$ cat src/design/ilp_pkg.sv
// Types, codes and constants shared by the integer literal parser modules.
package ilp_pkg;

	localparam int unsigned ACCUM_W = 64;
	localparam int unsigned ADDR_W  = 3;
	localparam int unsigned DATA_W  = 32;

	// Register index decoded from the word address.
	localparam logic REG_TARGET_FORMAT = 1'b0;

	// Error codes.
	localparam logic [2:0] ERR_NONE       = 3'd0;
	localparam logic [2:0] ERR_EMPTY      = 3'd1;
	localparam logic [2:0] ERR_NO_DIGITS  = 3'd2;
	localparam logic [2:0] ERR_BAD_CHAR   = 3'd3;
	localparam logic [2:0] ERR_DIGIT_BASE = 3'd4;
	localparam logic [2:0] ERR_OVERFLOW   = 3'd5;
	localparam logic [2:0] ERR_ONLY_SEP   = 3'd6;
	localparam logic [2:0] ERR_RANGE      = 3'd7;

	// Target formats.
	localparam logic [2:0] FMT_U64 = 3'd0;
	localparam logic [2:0] FMT_U32 = 3'd1;
	localparam logic [2:0] FMT_U16 = 3'd2;
	localparam logic [2:0] FMT_U8  = 3'd3;
	localparam logic [2:0] FMT_I64 = 3'd4;
	localparam logic [2:0] FMT_I32 = 3'd5;
	localparam logic [2:0] FMT_I16 = 3'd6;
	localparam logic [2:0] FMT_I8  = 3'd7;

	// Character codes.
	localparam logic [7:0] CH_ZERO       = 8'h30;
	localparam logic [7:0] CH_NINE       = 8'h39;
	localparam logic [7:0] CH_PLUS       = 8'h2b;
	localparam logic [7:0] CH_MINUS      = 8'h2d;
	localparam logic [7:0] CH_UNDERSCORE = 8'h5f;
	localparam logic [7:0] CH_LOWER_A    = 8'h61;
	localparam logic [7:0] CH_LOWER_F    = 8'h66;
	localparam logic [7:0] CH_LOWER_B    = 8'h62;
	localparam logic [7:0] CH_LOWER_X    = 8'h78;
	localparam logic [7:0] CASE_BIT      = 8'h20;
	localparam logic [3:0] HEX_LETTER_OFS = 4'd9;

	typedef enum logic [1:0] {
		RADIX_DEC = 2'd0,
		RADIX_HEX = 2'd1,
		RADIX_BIN = 2'd2
	} radix_t;

	typedef enum logic [1:0] {
		PH_START = 2'd0,
		PH_SIGN  = 2'd1,
		PH_ZERO  = 2'd2,
		PH_BODY  = 2'd3
	} phase_t;

	typedef struct packed {
		logic [ACCUM_W-1:0] accum;
		radix_t             radix;
		logic               neg;
		phase_t             phase;
		logic               saw_digit;
		logic               saw_body;
		logic [2:0]         err;
	} ilp_state_t;

	typedef struct packed {
		logic [7:0] ch;
		logic       has_char;
		logic       last;
	} char_item_t;

	typedef struct packed {
		logic [ACCUM_W-1:0] value_bits;
		logic               ok;
		logic [2:0]         error_code;
	} res_item_t;

	localparam ilp_state_t STATE_CLEAR = '{
		accum: '0, radix: RADIX_DEC, neg: 1'b0, phase: PH_START,
		saw_digit: 1'b0, saw_body: 1'b0, err: ERR_NONE
	};

endpackage

$ cat src/design/ilp_step.sv
// Per-character parse state and its update for one character item.
module ilp_step
	import ilp_pkg::*;
(
	input  logic       clk,
	input  logic       arst_n,
	input  logic       proc,
	input  char_item_t item,
	output ilp_state_t snap
);

	ilp_state_t state_q;
	ilp_state_t state_d;

	function automatic ilp_state_t body_char(ilp_state_t s, logic [7:0] c);
		ilp_state_t  r;
		logic [7:0]  lower;
		logic [3:0]  d;
		logic        is_dec;
		logic        is_hex_letter;
		logic [ACCUM_W+3:0] dec_sum;
		r = s;
		lower = c | CASE_BIT;
		is_dec = (c >= CH_ZERO) && (c <= CH_NINE);
		is_hex_letter = (s.radix == RADIX_HEX) && (lower >= CH_LOWER_A) &&
			(lower <= CH_LOWER_F);
		d = is_dec ? c[3:0] : (lower[3:0] + HEX_LETTER_OFS);
		dec_sum = ({4'b0, s.accum} << 3) + ({4'b0, s.accum} << 1) +
			{{ACCUM_W{1'b0}}, d};
		r.saw_body = 1'b1;
		if (c == CH_UNDERSCORE) begin
			r.saw_body = 1'b1;
		end else if (!is_dec && !is_hex_letter) begin
			r.err = ERR_BAD_CHAR;
		end else begin
			case (s.radix)
				RADIX_HEX: begin
					if (s.accum[ACCUM_W-1 -: 4] != 4'd0) begin
						r.err = ERR_OVERFLOW;
					end else begin
						r.accum = {s.accum[ACCUM_W-5:0], d};
						r.saw_digit = 1'b1;
					end
				end
				RADIX_BIN: begin
					if (d > 4'd1) begin
						r.err = ERR_DIGIT_BASE;
					end else if (s.accum[ACCUM_W-1]) begin
						r.err = ERR_OVERFLOW;
					end else begin
						r.accum = {s.accum[ACCUM_W-2:0], d[0]};
						r.saw_digit = 1'b1;
					end
				end
				default: begin
					if (dec_sum[ACCUM_W+3:ACCUM_W] != 4'd0) begin
						r.err = ERR_OVERFLOW;
					end else begin
						r.accum = dec_sum[ACCUM_W-1:0];
						r.saw_digit = 1'b1;
					end
				end
			endcase
		end
		return r;
	endfunction

	// A character where a prefix may begin: a lone zero is held pending.
	function automatic ilp_state_t prefix_pos(ilp_state_t s, logic [7:0] c);
		ilp_state_t r;
		r = s;
		if (c == CH_ZERO) begin
			r.phase = PH_ZERO;
			r.saw_body = 1'b1;
			r.saw_digit = 1'b1;
			r.accum = '0;
		end else begin
			r.phase = PH_BODY;
			r = body_char(r, c);
		end
		return r;
	endfunction

	always_comb begin
		logic [7:0] lower;
		lower = item.ch | CASE_BIT;
		state_d = state_q;
		if (item.has_char && (state_q.err == ERR_NONE)) begin
			case (state_q.phase)
				PH_START: begin
					if (item.ch == CH_MINUS) begin
						state_d.neg = 1'b1;
						state_d.phase = PH_SIGN;
					end else if (item.ch == CH_PLUS) begin
						state_d.phase = PH_SIGN;
					end else begin
						state_d = prefix_pos(state_q, item.ch);
					end
				end
				PH_SIGN: begin
					state_d = prefix_pos(state_q, item.ch);
				end
				PH_ZERO: begin
					state_d.phase = PH_BODY;
					if ((lower == CH_LOWER_X) || (lower == CH_LOWER_B)) begin
						state_d.radix = (lower == CH_LOWER_X) ? RADIX_HEX : RADIX_BIN;
						state_d.saw_body = 1'b0;
						state_d.saw_digit = 1'b0;
						state_d.accum = '0;
					end else begin
						state_d = body_char(state_d, item.ch);
					end
				end
				default: begin
					state_d = body_char(state_q, item.ch);
				end
			endcase
		end
	end

	assign snap = state_d;

	always_ff @(posedge clk or negedge arst_n) begin
		if (!arst_n) begin
			state_q <= STATE_CLEAR;
		end else if (proc) begin
			state_q <= item.last ? STATE_CLEAR : state_d;
		end
	end

endmodule

$ cat src/design/ilp_finish.sv
// Final error selection and range check against the target format.
module ilp_finish
	import ilp_pkg::*;
(
	input  ilp_state_t snap,
	input  logic [2:0] fmt,
	output res_item_t  res
);

	logic [ACCUM_W-1:0] mask;
	logic               fits;
	logic               at_lim;
	logic [2:0]         range_err;
	logic [2:0]         err;

	// Mask of the magnitudes that fit, per format.
	always_comb begin
		case (fmt)
			FMT_U64: mask = {ACCUM_W{1'b1}};
			FMT_U32: mask = {{(ACCUM_W-32){1'b0}}, {32{1'b1}}};
			FMT_U16: mask = {{(ACCUM_W-16){1'b0}}, {16{1'b1}}};
			FMT_U8:  mask = {{(ACCUM_W-8){1'b0}}, {8{1'b1}}};
			FMT_I64: mask = {1'b0, {(ACCUM_W-1){1'b1}}};
			FMT_I32: mask = {{(ACCUM_W-31){1'b0}}, {31{1'b1}}};
			FMT_I16: mask = {{(ACCUM_W-15){1'b0}}, {15{1'b1}}};
			default: mask = {{(ACCUM_W-7){1'b0}}, {7{1'b1}}};
		endcase
	end

	always_comb begin
		fits = (snap.accum & ~mask) == '0;
		at_lim = snap.accum == (mask + {{(ACCUM_W-1){1'b0}}, 1'b1});
		if (!fmt[2]) begin
			range_err = (snap.neg || !fits) ? ERR_RANGE : ERR_NONE;
		end else if (snap.neg) begin
			range_err = (fits || at_lim) ? ERR_NONE : ERR_RANGE;
		end else begin
			range_err = fits ? ERR_NONE : ERR_RANGE;
		end

		if (snap.err != ERR_NONE) begin
			err = snap.err;
		end else if (snap.phase == PH_START) begin
			err = ERR_EMPTY;
		end else if (!snap.saw_body) begin
			err = ERR_NO_DIGITS;
		end else if (!snap.saw_digit) begin
			err = ERR_ONLY_SEP;
		end else begin
			err = range_err;
		end

		res.ok = err == ERR_NONE;
		res.error_code = err;
		if (err != ERR_NONE) begin
			res.value_bits = '0;
		end else if (snap.neg) begin
			res.value_bits = '0 - snap.accum;
		end else begin
			res.value_bits = snap.accum;
		end
	end

endmodule

$ cat src/design/integer_literal_parser_top.sv
// Integer literal parser: takes one character item per cycle unless char_stall is raised (an input
// register, the character step that updates the parse state, a snapshot register for a finished
// literal, the range check and an output register). The sustained rate is one character item per
// clock cycle while the input is not stalled; the combinational update of the 64-bit accumulator
// (a times-ten shift-add and carry check) sets it. The result for an item marked last moves from
// the input register to the snapshot register and then to the output register.
// Each stage moves on when the next one is empty or emptying, so characters keep being
// taken while a result waits. target_format is written over the APB port at byte 0.
module integer_literal_parser_top
	import ilp_pkg::*;
(
	input  logic              clk,
	input  logic              arst_n,
	input  logic              char_valid,
	output logic              char_stall,
	input  char_item_t        char_item,
	output logic              res_valid,
	input  logic              res_stall,
	output res_item_t         res_item,
	input  logic              psel,
	input  logic              penable,
	input  logic              pwrite,
	input  logic [ADDR_W-1:0] paddr,
	input  logic [DATA_W-1:0] pwdata,
	output logic [DATA_W-1:0] prdata,
	output logic              pready
);

	logic [2:0]  fmt_q;
	logic        v_s1;
	char_item_t  item_s1;
	logic        v_s2;
	ilp_state_t  snap_s2;
	ilp_state_t  snap;
	res_item_t   res;
	logic        res_valid_q;
	res_item_t   res_item_q;
	logic        ready_out;
	logic        ready_s2;
	logic        ready_s1;
	logic        proc_s1;
	logic        reg_hit;

	// Configuration register.
	assign pready = 1'b1;
	assign reg_hit = paddr[ADDR_W-1:2] == REG_TARGET_FORMAT;
	assign prdata = reg_hit ? {{(DATA_W-3){1'b0}}, fmt_q} : '0;

	always_ff @(posedge clk or negedge arst_n) begin
		if (!arst_n) begin
			fmt_q <= FMT_U64;
		end else if (psel && penable && pwrite && reg_hit) begin
			fmt_q <= pwdata[2:0];
		end
	end

	// Flow control: a character without last needs no room downstream.
	assign ready_out = !res_valid_q || !res_stall;
	assign ready_s2 = !v_s2 || ready_out;
	assign proc_s1 = v_s1 && (!item_s1.last || ready_s2);
	assign ready_s1 = !v_s1 || proc_s1;
	assign char_stall = !ready_s1;

	always_ff @(posedge clk or negedge arst_n) begin
		if (!arst_n) begin
			v_s1 <= 1'b0;
			v_s2 <= 1'b0;
			res_valid_q <= 1'b0;
		end else begin
			if (ready_s1) begin
				v_s1 <= char_valid;
			end
			if (ready_s2) begin
				v_s2 <= proc_s1 && item_s1.last;
			end
			if (ready_out) begin
				res_valid_q <= v_s2;
			end
		end
	end

	always_ff @(posedge clk) begin
		if (ready_s1 && char_valid) begin
			item_s1 <= char_item;
		end
		if (ready_s2 && proc_s1 && item_s1.last) begin
			snap_s2 <= snap;
		end
		if (ready_out && v_s2) begin
			res_item_q <= res;
		end
	end

	ilp_step u_step (
		.clk    (clk),
		.arst_n (arst_n),
		.proc   (proc_s1),
		.item   (item_s1),
		.snap   (snap)
	);

	ilp_finish u_finish (
		.snap (snap_s2),
		.fmt  (fmt_q),
		.res  (res)
	);

	assign res_valid = res_valid_q;
	assign res_item = res_item_q;

endmodule

$ cat config.mk
export PLATFORM = sky130hd
export DESIGN_NAME = integer_literal_parser_top
export DESIGN_NICKNAME = d
export VERILOG_FILES = /design/src/design/ilp_pkg.sv /design/src/design/ilp_step.sv /design/src/design/ilp_finish.sv /design/src/design/integer_literal_parser_top.sv
export SDC_FILE = /design/constraint.sdc
export NUM_CORES = 1
export LEC_CHECK = 0
export ABC_AREA = 1
export BUFFER_PORTS_ARGS = -buffer_cell sky130_fd_sc_hd__buf_2
export CORE_MARGIN = 2
export CORE_UTILIZATION = 40
export CTS_CLUSTER_SIZE = 30
export DETAILED_ROUTE_END_ITERATION = 8
export GPL_ROUTABILITY_DRIVEN = 0
export HOLD_SLACK_MARGIN = 0.12
export MAX_ROUTING_LAYER = met4
export PLACE_DENSITY = 0.56
export SLEW_MARGIN = 15
export SYNTH_ARGS = -nofsm -noshare
export SYNTH_HDL_FRONTEND = slang
export SYNTH_HIERARCHICAL = 1
export SYNTH_SLANG_ARGS = --single-unit
$ cat constraint.sdc
create_clock -name clk -period 6.65 [get_ports clk]
set_clock_uncertainty 0.2 [all_clocks]
set_input_delay 0.665 -clock clk [delete_from_list [all_inputs] [get_ports clk]]
set_output_delay 0.665 -clock clk [all_outputs]
set_load 0.05 [all_outputs]
==> impl_results.md <==
* Outcome: completed
* Top Ports at about 160
* Final period util at 83.49%
* Leakage Power at 11.74 nW
* Routed Antenna Nets at 0
* Max Slew Vio Count at 0
* Routed via count at 21910
* Post-place setup slack at 1.084 ns
* WL/cell at about 18 microns
* Chip Height at 239.0 microns
* Post-CTS resize count at 0
* WP buf/inv at 6
* Multi-input logic area at 13400 sq um
* Bufs on Longest Clock Path at 3
* Mean number of vias per cell at 5.361
* First-pass DRT Iterations at 8
* Layout Utilization at a little over two fifths
* Worst setup SP type: register
* Arr. time, crit path at 5.83 ns
* Post-DP HPWL at 54430 microns
* Crit path largest cell delay at around 0.47 ns
* Final Hold Violating Endpoints at 0
* Synth Warn # at 6
* Vias in the first global route at 20350
* Largest net degree at the start of global routing at between 100 and 150
* Power Dens Cells at 167.6 nW/um^2
* Die area at 57100 sq um
* Max_slew headroom at 25.97%
* Htree depth at 1
* Final min period at 5.552 ns
* GR Util All Layers at 25.52%
* Slowest-stage cell, CP: edfxtp_1
* Min-Delay Path Class: in -> reg
* First-pass GRT wire length at 112700 microns
* Initial antenna violation count at 0
* Diodes inserted at 0
* CORE AREA at 54880 sq um
* Initial drt markers at about 2200
* Fmax at 180.1 MHz
* CP delay by family, top: simple AND/OR/NAND/NOR gates
* Initial core utilization at about two fifths
* Register area at 6506 sq um
* CP startpoint: item_s1[2]
* Critical path endpoint category: register
* Final setup margin at about 1.1 ns
* CTS sink count at 230
* Grt ovf at 0
* Unrepaired setup endpoints after global routing: no
* Worst R2R Start: item_s1[2]
* Final WL at about 70000 microns
* Hold path depth at 1
* Cell-internal power at 2.619 mW
* Number of port buffers at slightly above 90
* Setup TNS at 0 ns
* Max Fanout on Critical Path at 16
* DIE WIDTH at between 200 and 250 microns
* Max VDD drop at between 0.15 and 0.2 mV
* Layout net count at between 3000 and 4000
* Syn Inst Count at around 3300
* Clk slew on worst S/H paths at 0.07 ns
* Max cap viols at 0
* Clock power share at between 30% and 40%
* Comb power frac at 22.7%
* Mapped Area at 22080 sq um
* Root Driver: clkbuf_16
* Mean post-synth cell area at 6.627 sq um
* Hold Path Origin: char_item[2]
* Synth-to-Final Area Change at 7.842%
* Clock Latency Late Sink at between 0.5 and 0.6 ns
* Remaining DRCs at 0
* Worst Path Required at 6.92 ns
* Worst setup path class: reg -> reg
* FP Rows at 86
* CTS Buf Count at 24
* Sw power at between 1 and 1.5 mW
* Fillers at 5594
* Worst-margin pin slew at 1.109 ns
* Sw frac at 34.40%
* CTS tree: built
* Worst path depth at 37
* Worst hold slack at 0.1392 ns
* Post-CTS Setup Bufs at 0
* Share of cells above drive strength 1 at 8.454%
* Final setup violating endpoints at 0
* Reg power frac at a little over two fifths
* Reg2Reg Depth at 37
## worst reg2reg max path: cells and delay by family, from the launching register on
kind                       cells  cell delay (ns)
AOI/OAI and AO/OA              1             0.15
xor gates and xnor gates       1             0.15
adders and majority gates      4             1.18
buffers and inverters          6             0.94
DFF                            1             0.47
and+or+nand+nor               25             2.41
## power by group through the flow
| stage | Sequential (mW) | Combinational (mW) | Clock (mW) |
|---|---|---|---|
| detailed placement | 1.76 | 0.895 | 0 |
| CTS | 1.73 | 0.900 | 1.39 |
| finish | 1.73 | 0.908 | 1.35 |
| floorplan | 1.83 | 0.591 | 0 |
| global route | 1.74 | 0.993 | 1.44 |
| global placement | 1.76 | 0.885 | 0 |
## what timing repair did
item | in CTS | in global routing
setup endpoints to repair | 0 | 0
endpoints found under the hold margin | 25 | 0
hold buffers | 9 | 0
## through the flow
stage,power (mW),cell area [sq um],cells
floorplan,2.423,22190,3360
global placement,2.642,22930,4034
detailed placement,2.654,22930,4034
CTS,4.022,23810,4087
global route,4.176,23810,4087
finish,3.992,23810,4087
## placed cells by master (no fill, tap or decap), types with 26 or more instances in the layout
cell      count
inv_1       376
a21oi_1     209
ha_1        141
nand2_1    1047
edfxtp_1    150
conb_1       30
o21ai_1      33
nor2_1      313
nor2_2       32
nand4_1      27
buf_2        92
o21ai_0     188
dfrtp_1      80
buf_4        26
xor2_1       83
nand2_2      35
o211ai_1     28
o21bai_1     28
nand3_1     221
## area by class of cell
class,count,area share [%]
Inverter,392,6.200
Sequential cell,230,27.32
Multi-Input combinational cell,2589,56.25
Tap cell,704,3.699
Timing Repair Buffer,128,3.216
Clock inverter,13,0.5044
Clock buffer,31,2.806
## registers in the layout (all words and copies together) (netlist names)
signal and flops:
u_step/state_q 74, snap_s2 72, res_item 68, item_s1 10, fmt_q 3, res_valid 1
v_s1 1, v_s2 1
## per-layer routing
metal,global-route usage (%),wire length [microns]
met5,-,0
met3,2.968,5754
met1,34.67,32400
met2,39.76,31570
met4,7.973,2098
## final timing paths
path | endpoint | slack (ns)
worst max-delay path | u_step/state_q[18] | 1.10
worst min-delay path | item_s1[2] | 0.14
worst max register to register | u_step/state_q[18] | 1.10
worst min register to register | res_valid | 0.37
max in group asynchronous | fmt_q[1] | 4.69
min in group asynchronous | u_step/state_q[6] | 0.36
No activity file was read; power rests on OpenSTA's default activity.
